==> config.mk <==
export PLATFORM = sky130hd
export DESIGN_NAME = line_rasterizer
export DESIGN_NICKNAME = d
export VERILOG_FILES = /design/src/design/lr_pkg.sv /design/src/design/lr_front.sv /design/src/design/lr_queue.sv /design/src/design/lr_back.sv /design/src/design/line_rasterizer.sv
export SDC_FILE = /design/constraint.sdc
export NUM_CORES = 1
export LEC_CHECK = 0
export BUFFER_PORTS_ARGS = -buffer_cell sky130_fd_sc_hd__buf_2
export CAP_MARGIN = 30
export CORE_MARGIN = 8
export CORE_UTILIZATION = 56
export DETAILED_ROUTE_END_ITERATION = 10
export PLACE_DENSITY = 0.77
export SYNTH_ARGS = -nofsm -noshare
export SYNTH_HDL_FRONTEND = slang
export SYNTH_SLANG_ARGS = --single-unit
==> constraint.sdc <==
create_clock -name clk -period 3.9 [get_ports clk]
set_input_delay 0.195 -clock clk [delete_from_list [all_inputs] [get_ports clk]]
set_output_delay 0.195 -clock clk [all_outputs]
set_load 0.03 [all_outputs]
==> src/design/lr_pkg.sv <==
package lr_pkg;

  localparam int COORD_W = 6;

  typedef logic [COORD_W-1:0] coord_t;

  // one classified line, as handed from the front to the back
  typedef struct packed {
    coord_t                x0;
    coord_t                y0;
    logic                  x_major;
    logic                  major_neg;   // major axis steps downwards
    coord_t                len;         // |d_major|, pixel count minus one
    logic signed [COORD_W:0] d_minor;   // signed minor delta
  } cmd_t;

  typedef struct packed {
    logic full;
    logic empty;
  } qstat_t;

  typedef struct packed {
    logic   busy;
    logic   pop;
    coord_t rem;
  } bstat_t;

endpackage

==> src/design/lr_front.sv <==
module lr_front #(
  parameter int CANVAS_SIZE = 64
) (
  input  lr_pkg::coord_t start_x,
  input  lr_pkg::coord_t start_y,
  input  lr_pkg::coord_t end_x,
  input  lr_pkg::coord_t end_y,
  output lr_pkg::cmd_t   cmd
);
  import lr_pkg::*;

  localparam coord_t MAX_C = COORD_W'(CANVAS_SIZE - 1);

  coord_t x0, y0, x1, y1;
  coord_t adx, ady;
  logic signed [COORD_W:0] dx, dy;
  logic x_major;

  // saturate to the canvas
  assign x0 = (start_x > MAX_C) ? MAX_C : start_x;
  assign y0 = (start_y > MAX_C) ? MAX_C : start_y;
  assign x1 = (end_x > MAX_C) ? MAX_C : end_x;
  assign y1 = (end_y > MAX_C) ? MAX_C : end_y;

  assign dx = $signed({1'b0, x1}) - $signed({1'b0, x0});
  assign dy = $signed({1'b0, y1}) - $signed({1'b0, y0});

  assign adx = dx[COORD_W] ? COORD_W'(-dx) : dx[COORD_W-1:0];
  assign ady = dy[COORD_W] ? COORD_W'(-dy) : dy[COORD_W-1:0];

  // ties go to x
  assign x_major = (adx >= ady);

  always_comb begin
    cmd.x0        = x0;
    cmd.y0        = y0;
    cmd.x_major   = x_major;
    cmd.major_neg = x_major ? dx[COORD_W] : dy[COORD_W];
    cmd.len       = x_major ? adx : ady;
    cmd.d_minor   = x_major ? dy : dx;
  end

endmodule

==> src/design/lr_queue.sv <==
module lr_queue (
  input  logic          clk,
  input  logic          rst_n,
  input  logic          push,
  input  lr_pkg::cmd_t  wr_cmd,
  input  logic          pop,
  output lr_pkg::cmd_t  rd_cmd,
  output lr_pkg::qstat_t stat
);
  import lr_pkg::*;

  cmd_t       slot_r [2];
  logic       wr_ptr_r, wr_ptr_nxt;
  logic       rd_ptr_r, rd_ptr_nxt;
  logic [1:0] cnt_r, cnt_nxt;

  assign stat.full  = (cnt_r == 2'd2);
  assign stat.empty = (cnt_r == 2'd0);
  assign rd_cmd     = slot_r[rd_ptr_r];

  always_comb begin
    wr_ptr_nxt = wr_ptr_r ^ push;
    rd_ptr_nxt = rd_ptr_r ^ pop;
    cnt_nxt    = cnt_r + {1'b0, push} - {1'b0, pop};
  end

  always_ff @(posedge clk) begin
    if (!rst_n) begin
      wr_ptr_r <= 1'b0;
      rd_ptr_r <= 1'b0;
      cnt_r    <= 2'd0;
    end else begin
      wr_ptr_r <= wr_ptr_nxt;
      rd_ptr_r <= rd_ptr_nxt;
      cnt_r    <= cnt_nxt;
    end
  end

  always_ff @(posedge clk) begin
    if (push) begin
      slot_r[wr_ptr_r] <= wr_cmd;
    end
  end

endmodule

==> src/design/lr_back.sv <==
module lr_back (
  input  logic           clk,
  input  logic           rst_n,
  input  logic           q_valid,
  input  lr_pkg::cmd_t   q_cmd,
  output logic           q_pop,
  output logic           out_valid,
  input  logic           out_stall,
  output lr_pkg::coord_t out_pixel_x,
  output lr_pkg::coord_t out_pixel_y,
  output logic           out_last_pixel,
  output lr_pkg::bstat_t stat
);
  import lr_pkg::*;

  localparam int EW = COORD_W + 3;

  logic busy_r, busy_nxt;
  logic x_major_r, major_neg_r;
  coord_t len_r, rem_r, rem_nxt;
  coord_t major_r, major_nxt, minor_r, minor_nxt;
  logic signed [COORD_W:0] d_r;
  logic signed [EW-1:0] err_r, err_nxt, e_sum, two_len;
  logic adv, finish;
  logic ov_r, ov_nxt;
  coord_t ox_r, oy_r;
  logic ol_r;

  assign adv    = busy_r && (!ov_r || !out_stall);
  assign finish = adv && (rem_r == '0);
  assign q_pop  = q_valid && (!busy_r || finish);

  assign two_len = $signed({2'b00, len_r, 1'b0});
  assign e_sum   = err_r + $signed({d_r[COORD_W], d_r, 1'b0});

  // one correction at most per step, since |d_minor| <= len
  always_comb begin
    major_nxt = major_neg_r ? major_r - 1'b1 : major_r + 1'b1;
    minor_nxt = minor_r;
    err_nxt   = e_sum;
    if (e_sum >= two_len) begin
      err_nxt   = e_sum - two_len;
      minor_nxt = minor_r + 1'b1;
    end else if (e_sum < 0) begin
      err_nxt   = e_sum + two_len;
      minor_nxt = minor_r - 1'b1;
    end
    rem_nxt  = rem_r - 1'b1;
    busy_nxt = busy_r && !finish;
    ov_nxt   = adv ? 1'b1 : (ov_r && out_stall);
  end

  always_ff @(posedge clk) begin
    if (!rst_n) begin
      busy_r <= 1'b0;
      ov_r   <= 1'b0;
    end else begin
      busy_r <= q_pop ? 1'b1 : busy_nxt;
      ov_r   <= ov_nxt;
    end
  end

  always_ff @(posedge clk) begin
    if (q_pop) begin
      x_major_r   <= q_cmd.x_major;
      major_neg_r <= q_cmd.major_neg;
      len_r       <= q_cmd.len;
      rem_r       <= q_cmd.len;
      d_r         <= q_cmd.d_minor;
      major_r     <= q_cmd.x_major ? q_cmd.x0 : q_cmd.y0;
      minor_r     <= q_cmd.x_major ? q_cmd.y0 : q_cmd.x0;
      err_r       <= $signed({3'b000, q_cmd.len});
    end else if (adv) begin
      rem_r   <= rem_nxt;
      major_r <= major_nxt;
      minor_r <= minor_nxt;
      err_r   <= err_nxt;
    end
    if (adv) begin
      ox_r <= x_major_r ? major_r : minor_r;
      oy_r <= x_major_r ? minor_r : major_r;
      ol_r <= (rem_r == '0);
    end
  end

  assign out_valid      = ov_r;
  assign out_pixel_x    = ox_r;
  assign out_pixel_y    = oy_r;
  assign out_last_pixel = ol_r;

  assign stat.busy = busy_r;
  assign stat.pop  = q_pop;
  assign stat.rem  = rem_r;

endmodule

==> src/design/line_rasterizer.sv <==
// DDA line rasterizer. Each input transfer carries two endpoints; the block
// emits every pixel of the line from the first to the second, both included,
// max(|dx|,|dy|)+1 pixels, with last_pixel set on the second endpoint.
// Coordinates above CANVAS_SIZE-1 are saturated first. The larger delta picks
// the major axis (x on a tie), which steps by one per pixel; the minor axis
// follows start + k*d/len rounded half up, tracked exactly with an integer
// error term. Rate: one pixel per cycle when the output is not stalled, and
// queued lines follow each other with no gap. The stepper in the back end
// sets that figure. A two-entry command queue sits between the classifier
// and the stepper, so up to two further lines are taken while one is being
// drawn. When the block is empty, a new line passes a queue slot, the stepper
// registers and the output register. No clearing pass after reset.
module line_rasterizer #(
  parameter int CANVAS_SIZE = 64
) (
  input  logic           clk,
  input  logic           rst_n,
  input  logic           in_valid,
  output logic           in_stall,
  input  lr_pkg::coord_t in_start_x,
  input  lr_pkg::coord_t in_start_y,
  input  lr_pkg::coord_t in_end_x,
  input  lr_pkg::coord_t in_end_y,
  output logic           out_valid,
  input  logic           out_stall,
  output lr_pkg::coord_t out_pixel_x,
  output lr_pkg::coord_t out_pixel_y,
  output logic           out_last_pixel
);
  import lr_pkg::*;

  cmd_t   f_cmd;   // classified line from the front
  cmd_t   q_cmd;   // head of the queue
  qstat_t q_stat;
  bstat_t b_stat;
  logic   push;
  logic   pop;

  // the queue only refuses when both slots hold lines
  assign in_stall = q_stat.full;
  assign push     = in_valid && !q_stat.full;

  lr_front #(
    .CANVAS_SIZE(CANVAS_SIZE)
  ) u_front (
    .start_x(in_start_x),
    .start_y(in_start_y),
    .end_x  (in_end_x),
    .end_y  (in_end_y),
    .cmd    (f_cmd)
  );

  lr_queue u_queue (
    .clk   (clk),
    .rst_n (rst_n),
    .push  (push),
    .wr_cmd(f_cmd),
    .pop   (pop),
    .rd_cmd(q_cmd),
    .stat  (q_stat)
  );

  lr_back u_back (
    .clk           (clk),
    .rst_n         (rst_n),
    .q_valid       (!q_stat.empty),
    .q_cmd         (q_cmd),
    .q_pop         (pop),
    .out_valid     (out_valid),
    .out_stall     (out_stall),
    .out_pixel_x   (out_pixel_x),
    .out_pixel_y   (out_pixel_y),
    .out_last_pixel(out_last_pixel),
    .stat          (b_stat)
  );

  // queue occupancy is consistent
  a_q_sane: assert property (@(posedge clk) disable iff (!rst_n)
    !(q_stat.full && q_stat.empty))
    else $error("queue reports full and empty at once");

  // stepper only takes a line that is there
  a_pop_nonempty: assert property (@(posedge clk) disable iff (!rst_n)
    b_stat.pop |-> !q_stat.empty)
    else $error("pop from empty queue");

  // remaining count never exceeds the canvas
  a_rem_range: assert property (@(posedge clk) disable iff (!rst_n)
    b_stat.busy |-> (32'(b_stat.rem) <= CANVAS_SIZE - 1))
    else $error("pixel count beyond canvas");

  // a fresh line popped makes the stepper busy next cycle
  a_pop_busy: assert property (@(posedge clk) disable iff (!rst_n)
    b_stat.pop |=> b_stat.busy)
    else $error("stepper idle after taking a line");

endmodule

==> impl_metrics.tcl, run 1 <==
set metrics [dict create \
    worst_ep_required_time_ns 4.05 \
    worstSkewPairLatency_ns 0.41 \
    report.final.slew_viol_count 0 \
    floorplan.rows 40 \
    min_delay_endpoint "u_queue.slot_r[0][15]$_DFFE_PP_" \
    setup_repair_after_global_routing_missed_its_margin "true" \
    tritoncts "built" \
    rr_worst_depth 21 \
    max_buffers_root_to_sink 2 \
    max_freq_mhz 254.0 \
    post_synthesis_sequential_area_ratio 0.4876 \
    outcome "finished with violations" \
    end_kind "flop" \
    numCtsBuffers 17 \
    all_layer_global_routing_usage 0.1758 \
    finalWirelength_um 14100 \
    design.final.nets 749 \
    synthDistinctLibCells 61 \
    synth_top_flop_cell "edfxtp_1" \
    finalWorstSetupSlack_ns -0.03695 \
    buffer_ports.inserted 42 \
    worstSetupPathType "reg -> reg" \
    final_min_period_over_clock_period 1.009 \
    postRouteAntennaNets 0 \
    cp_max_fo 4 \
    h-tree-depth 4 \
    dp_hpwl_um 10150 \
    worstReg2RegStart "u_back.err_r[1]$_DFFE_PP_" \
    die_height_um 127.3 \
    numClockSinks 116 \
    reg2reg_slack_ns -0.04 \
    pin_count 43 \
    area_growth_pct 19.78 \
    syn-mean-instance-area_um2 11.68 \
    area_used_by_sequential_logic_in_the_layout_um2 3383 \
    antenna_found_initial 0 \
    synth_enable_flop_cells 106 \
    yosys_warnings 0 \
    worst_slew_pin_slew_ns 0.8771 \
    start_kind "flop" \
    timing.final.setup_violations 1 \
    timing.max_cap.violations 0 \
    timing.clock.skew_ns 0.007676 \
    worst_hold_class "in -> reg" \
    placedInstanceArea_um2 7472 \
    grt_overflow 0 \
    via_count_of_the_first_global_routing_pass 4773 \
    synth_cells 594 \
    timing.hold.worst_path_depth 1 \
    cts-root-buf "clkbuf_16" \
    post_synthesis_instance_area_um2 6939 \
    floorplan_die_area_um2 16210 \
    path_clk_slew_ns 0.06 \
    min-delay-start "in_start_y[0]" \
    detail_route.drc_violations 0 \
    initial_utilization 0.5753 \
    finalHoldViolations 0 \
    max_slew_margin 0.3985 \
    grt_start_max_net_pins 31 \
    final_layout_size_suffix_gt1_frac 0.2685 \
    antennaDiodeCount 0 \
    initialDrtViolationCount 356 \
    fp.coreArea_um2 12060 \
    grt_pass1_wl_um 22680 \
    avgViaCountPerCell 5.476 \
    area_taken_by_multi_input_logic_gates_um2 3354 \
    number_of_filler_cells_placed_in_the_layout 820 \
    first_pass_iters 5 \
    pre_cts_slack_ns -0.06356 \
    detail_route.wl_per_cell_um 16.74 \
    rr_endpoint "u_back.minor_r[5]$_DFFE_PP_" \
    dieWidth_um 127.3 \
    shortest_period_the_worst_path_allows_ns 3.937 \
    final_cell_area_um2 8312 \
    synth.ff_latch_count 116 \
    failing_checks "negative setup slack" \
    async_flop_share 0 \
    place.gp.congestion 0.8696 \
    critPathArrivalTime_ns 4.09 \
    num_vias 4611 \
    synth_nets 682 \
]
cell families after synthesis:
group / share of synthesized area
AND/OR/NAND/NOR: 0.07429
XOR/XNOR: 0.06077
adder cells (fa/ha/maj): 0.1158
flip-flops: 0.4876
buffers and inverters: 0.05067
AO/OA/AOI/OAI: 0.1269
multiplexers: 0.08402
layer usage:
layer,vias to the layer above,part of all wire,GRT usage
met5,-,0,0
met2,120,0.49,0.2965
met1,2215,0.44,0.2122
li1,2256,-,-
met4,0,0.024,0.07628
met3,20,0.044,0.03952
cell usage after synthesis (2+ instances only):
cell / count / area share
a211oi_1: 7 / 0.0076
a21o_1: 10 / 0.011
a21oi_1: 47 / 0.034
a221oi_1: 3 / 0.0038
a311o_1: 2 / 0.0029
a31oi_1: 2 / 0.0018
and2_1: 8 / 0.0072
buf_2: 4 / 0.0029
clkbuf_1: 31 / 0.017
dfxtp_1: 10 / 0.029
edfxtp_1: 106 / 0.46
fa_1: 7 / 0.020
ha_1: 53 / 0.096
inv_1: 55 / 0.030
mux2_2: 26 / 0.042
mux2i_1: 11 / 0.016
mux4_2: 8 / 0.026
nand2_1: 24 / 0.013
nand2b_1: 5 / 0.0045
nand3_1: 4 / 0.0029
nor2_1: 30 / 0.016
nor2b_1: 13 / 0.012
nor3_1: 6 / 0.0043
o211ai_1: 2 / 0.0022
o21a_1: 4 / 0.0043
o21ai_0: 28 / 0.020
o21bai_1: 5 / 0.0054
o221ai_1: 2 / 0.0025
o31ai_1: 5 / 0.0054
or2_2: 2 / 0.0018
xnor2_1: 33 / 0.042
xor2_1: 12 / 0.015
flip-flops by register name, summed over array words and instances, names as in the netlist, 2 cells and up, named ones only:
signal,flops
u_back.minor_r,6
u_back.rem_r,6
u_back.err_r,9
u_queue.cnt_r,2
u_queue.slot_r,54
u_back.major_r,6
u_back.d_r,7
u_back.out_pixel_x,6
u_back.len_r,6
u_back.out_pixel_y,6
repair_timing:
| action | CTS | global route |
|---|---|---|
| hold buffers | 8 | 1 |
| gates resized for setup | 7 | 9 |
| hold endpoints to repair | 16 | 2 |
| endpoints found under the setup margin | 1 | 28 |
| pin swaps | 10 | 11 |
| setup buffers | 3 | 3 |
worst max path at each step:
| stage | slack, ns | to | start |
|---|---|---|---|
| after floorplan | -0.04 | u_back.minor_r[5]$_DFFE_PP_ | u_back.d_r[0]$_DFFE_PP_ |
| after global placement | 0.11 | u_back.minor_r[5]$_DFFE_PP_ | u_back.d_r[0]$_DFFE_PP_ |
| after detailed placement | -0.06 | u_back.minor_r[5]$_DFFE_PP_ | u_back.err_r[2]$_DFFE_PP_ |
| after CTS | -0.009 | u_back.minor_r[5]$_DFFE_PP_ | u_back.d_r[0]$_DFFE_PP_ |
| after global routing | -0.24 | u_back.minor_r[5]$_DFFE_PP_ | u_back.d_r[0]$_DFFE_PP_ |
| final | -0.04 | u_back.minor_r[5]$_DFFE_PP_ | u_back.err_r[1]$_DFFE_PP_ |
placed cells by master (no fill, tap or decap), types with 3 or more instances in the layout:
cell / synthesis / layout
nand3_1: 4 / 3
nor3_1: 6 / 6
inv_1: 55 / 54
xor2_1: 12 / 10
nand2b_1: 5 / 5
ha_4: 0 / 5
nor2_1: 30 / 29
mux4_2: 8 / 8
xnor2_1: 33 / 32
ha_1: 53 / 47
clkbuf_16: 0 / 17
a21oi_2: 1 / 4
mux2_2: 26 / 26
o21ai_0: 28 / 27
and2_1: 8 / 8
clkinv_4: 0 / 4
fa_1: 7 / 6
nor2b_1: 13 / 12
o31ai_1: 5 / 5
o21a_1: 4 / 4
a21oi_1: 47 / 43
buf_2: 4 / 42
inv_6: 0 / 5
a21o_1: 10 / 10
mux2i_1: 11 / 11
o21bai_1: 5 / 5
dlygate4sd3_1: 0 / 9
nand2_1: 24 / 23
a221oi_1: 3 / 3
edfxtp_1: 106 / 106
buf_4: 0 / 32
clkinvlp_4: 0 / 4
dfxtp_1: 10 / 10
a211oi_1: 7 / 6
final cells by class:
type,instances,area share
tap,168,0.02529
clock buffer,17,0.05118
timing repair buffer,84,0.06639
inverter,56,0.02589
sequential,116,0.4070
clock inverter,15,0.02062
multi-input combinational,386,0.4036
worst max-delay path, cell delays in order, from the launching register on:
cell,delay [ns]
edfxtp_1,0.33
ha_2,0.19
inv_2,0.04
fa_2,0.36
nor2b_2,0.14
o21ai_1,0.08
nand2b_1,0.11
xor2_2,0.17
ha_1,0.27
nor4b_4,0.14
a221o_1,0.36
a21oi_4,0.16
a21oi_4,0.09
clkinv_4,0.08
ha_4,0.19
a21o_1,0.17
a21oi_2,0.15
o21bai_1,0.11
a21oi_2,0.17
xnor2_1,0.16
xnor2_1,0.14
a21oi_1,0.08
per-stage QoR:
step / TNS [ns] / hold WS [ns] / std cells / utilization
3_3_place_gp: 0 / 0.3993 / 795 / 0.6195
6_report: -0.03695 / 0.02806 / 842 / 0.6891
2_1_floorplan: -0.04303 / 0.3167 / 594 / -
3_5_place_dp: -0.06356 / 0.4054 / 795 / 0.6195
4_1_cts: -0.008693 / 0.00001119 / 838 / 0.6817
5_1_grt: -0.2560 / 0.01021 / 842 / 0.6891
Power of run 1 is not shown: default switching activity piles up to over one toggle a cycle in this logic, so the estimate is an artifact.
==> inputs of run 2 (changes only) <==
--- a/config.mk
+++ b/config.mk
@@ -5,12 +5,15 @@
 export SDC_FILE = /design/constraint.sdc
 export NUM_CORES = 1
 export LEC_CHECK = 0
+export ABC_CLOCK_PERIOD_IN_PS = 3900
 export BUFFER_PORTS_ARGS = -buffer_cell sky130_fd_sc_hd__buf_2
 export CAP_MARGIN = 30
 export CORE_MARGIN = 8
 export CORE_UTILIZATION = 56
 export DETAILED_ROUTE_END_ITERATION = 10
 export PLACE_DENSITY = 0.77
+export RECOVER_POWER = 100
+export SKIP_CTS_REPAIR_TIMING = 1
 export SYNTH_ARGS = -nofsm -noshare
 export SYNTH_HDL_FRONTEND = slang
 export SYNTH_SLANG_ARGS = --single-unit
==> run 2 against run 1 <==
Compared with the run above:
- the run ends with max-capacitance violations, max-slew violations, negative setup slack left
- first-iteration DRC count up 19%
- fmax down 0.28%
- global-route usage down 0.31 points
- design area down 1.3%
- clock-buffer cell count unchanged
- worst hold slack better by 0.028 ns
- worst setup slack worse by 0.011 ns
- non-clock buffer count down 3
- flip-flop and latch count unchanged
- critical path depth down 3
- wire length down 2.3%
- register-to-register slack about the same
==> impl_metrics.tcl, run 2 (synthesis gave the netlist of run 1 again) <==
set metrics [dict create \
    initialDrtViolationCount 423 \
    worst_slew_pin_slew_ns 1.674 \
    worst_ep_required_time_ns 4.05 \
    critPathArrivalTime_ns 4.09 \
    timing.max_cap.violations 2 \
    tritoncts "built" \
    first_pass_iters 5 \
    finalHoldViolations 0 \
    die_height_um 127.3 \
    num_vias 4589 \
    floorplan_die_area_um2 16210 \
    routed-wl-met2_um 6569 \
    worstSkewPairLatency_ns 0.41 \
    grt_start_max_net_pins 31 \
    cts-root-buf "clkbuf_16" \
    numClockSinks 116 \
    fp.coreArea_um2 12060 \
    worst_hold_class "in -> reg" \
    area_used_by_sequential_logic_in_the_layout_um2 3383 \
    timing.final.setup_violations 1 \
    finalCoreUtilization 0.6802 \
    shortest_period_the_worst_path_allows_ns 3.948 \
    detail_route.drc_violations 0 \
    buffer_ports.inserted 42 \
    postRouteAntennaNets 0 \
    dp_hpwl_um 10150 \
    timing.clock.skew_ns 0.007910 \
    whs_ns 0.05596 \
    area_taken_by_multi_input_logic_gates_um2 3318 \
    finalWorstSetupSlack_ns -0.04813 \
    fin_tns_setup_ns -0.04813 \
    h-tree-depth 4 \
    end_kind "flop" \
    all_layer_global_routing_usage 0.1727 \
    antenna_found_initial 0 \
    final_layout_size_suffix_gt1_frac 0.2086 \
    place.gp.congestion 0.8696 \
    max_slew_margin -0.1163 \
    max_freq_mhz 253.3 \
    grt_pass1_wl_um 22330 \
    start_kind "flop" \
    final_min_period_over_clock_period 1.012 \
    detailed_route_wirelength_on_metal3_um 657 \
    grt_overflow 0 \
    mostFrequentLayoutCells "edfxtp_1, inv_1, ha_1, a21oi_1, xnor2_1" \
    avgViaCountPerCell 5.470 \
    design.final.nets 746 \
    number_of_filler_cells_placed_in_the_layout 843 \
    antennaDiodeCount 0 \
    finalWirelength_um 13780 \
    initial_utilization 0.5753 \
    numCtsBuffers 17 \
    pin_count 43 \
    setup_repair_after_global_routing_missed_its_margin "true" \
    largest_register_ff_count 54 \
    max_flop_register "u_queue.slot_r" \
    report.final.slew_viol_count 59 \
    cp_max_fo 5 \
    area_growth_pct 18.23 \
    via_count_of_the_first_global_routing_pass 4735 \
    worstSetupPathType "reg -> reg" \
    drt-met1-wl_um 6117 \
    failing_checks "max-capacitance violations, max-slew violations, negative setup slack" \
    path_clk_slew_ns 0.06 \
    detail_route.wl_per_cell_um 16.42 \
    dieWidth_um 127.3 \
    max_buffers_root_to_sink 2 \
    layout_commonest_cell "edfxtp_1" \
    reg.largest.list "u_queue.slot_r: 54 flops, u_back.err_r: 9 flops, u_back.d_r: 7 flops" \
    outcome "finished with violations" \
    floorplan.rows 40 \
    highest_metal_used "met4" \
]
## run 2: metal layers
layer / global-route usage / vias to the layer above
met4: 0.08048 / 0
met5: 0 / -
met1: 0.2090 / 2173
met3: 0.04326 / 27
met2: 0.2850 / 133
li1: - / 2256
## run 2: area by class of cell
cell class | count | area share
timing repair buffer | 81 | 0.05856
inverter | 56 | 0.02623
sequential | 116 | 0.4124
multi-input combinational | 386 | 0.4045
clock buffer | 17 | 0.05185
clock inverter | 15 | 0.02089
tap | 168 | 0.02562
## run 2: path summary, 6_finish.rpt
path,startpoint,end,cells past startpoint,slack (ns)
setup reg to reg,u_back.err_r[2]$_DFFE_PP_,u_back.minor_r[5]$_DFFE_PP_,18,-0.05
hold / removal,in_start_x[0],u_queue.slot_r[0][21]$_DFFE_PP_,1,0.06
setup / recovery,u_back.err_r[2]$_DFFE_PP_,u_back.minor_r[5]$_DFFE_PP_,18,-0.05
hold reg to reg,u_back.err_r[8]$_SDFFE_PP0P_,u_back.err_r[8]$_SDFFE_PP0P_,2,0.48
## run 2: stage by stage
| step | instance area (µm²) | cells | setup WS, ns |
|---|---|---|---|
| floorplan | 6989 | 594 | -0.04303 |
| global placement | 7472 | 795 | 0.1111 |
| detailed placement | 7472 | 795 | -0.06356 |
| CTS | 8069 | 827 | -0.1134 |
| global route | 8204 | 839 | -0.2575 |
| finish | 8204 | 839 | -0.04813 |
## run 2: worst max-delay path, stage by stage, from the launching register on
cell and delay, ns:
edfxtp_1 0.40, ha_1 0.35, a211oi_2 0.23, o21ai_2 0.12
xor2_2 0.23, ha_4 0.26, nor4b_4 0.29, a221o_1 0.23
a21oi_4 0.05, a21oi_4 0.18, clkinv_4 0.10, ha_4 0.22
a21o_1 0.18, a21oi_2 0.16, o21bai_1 0.11, a21oi_2 0.18
xnor2_1 0.16, xnor2_1 0.14, a21oi_1 0.09
Power of run 2 is left out for the same reason.
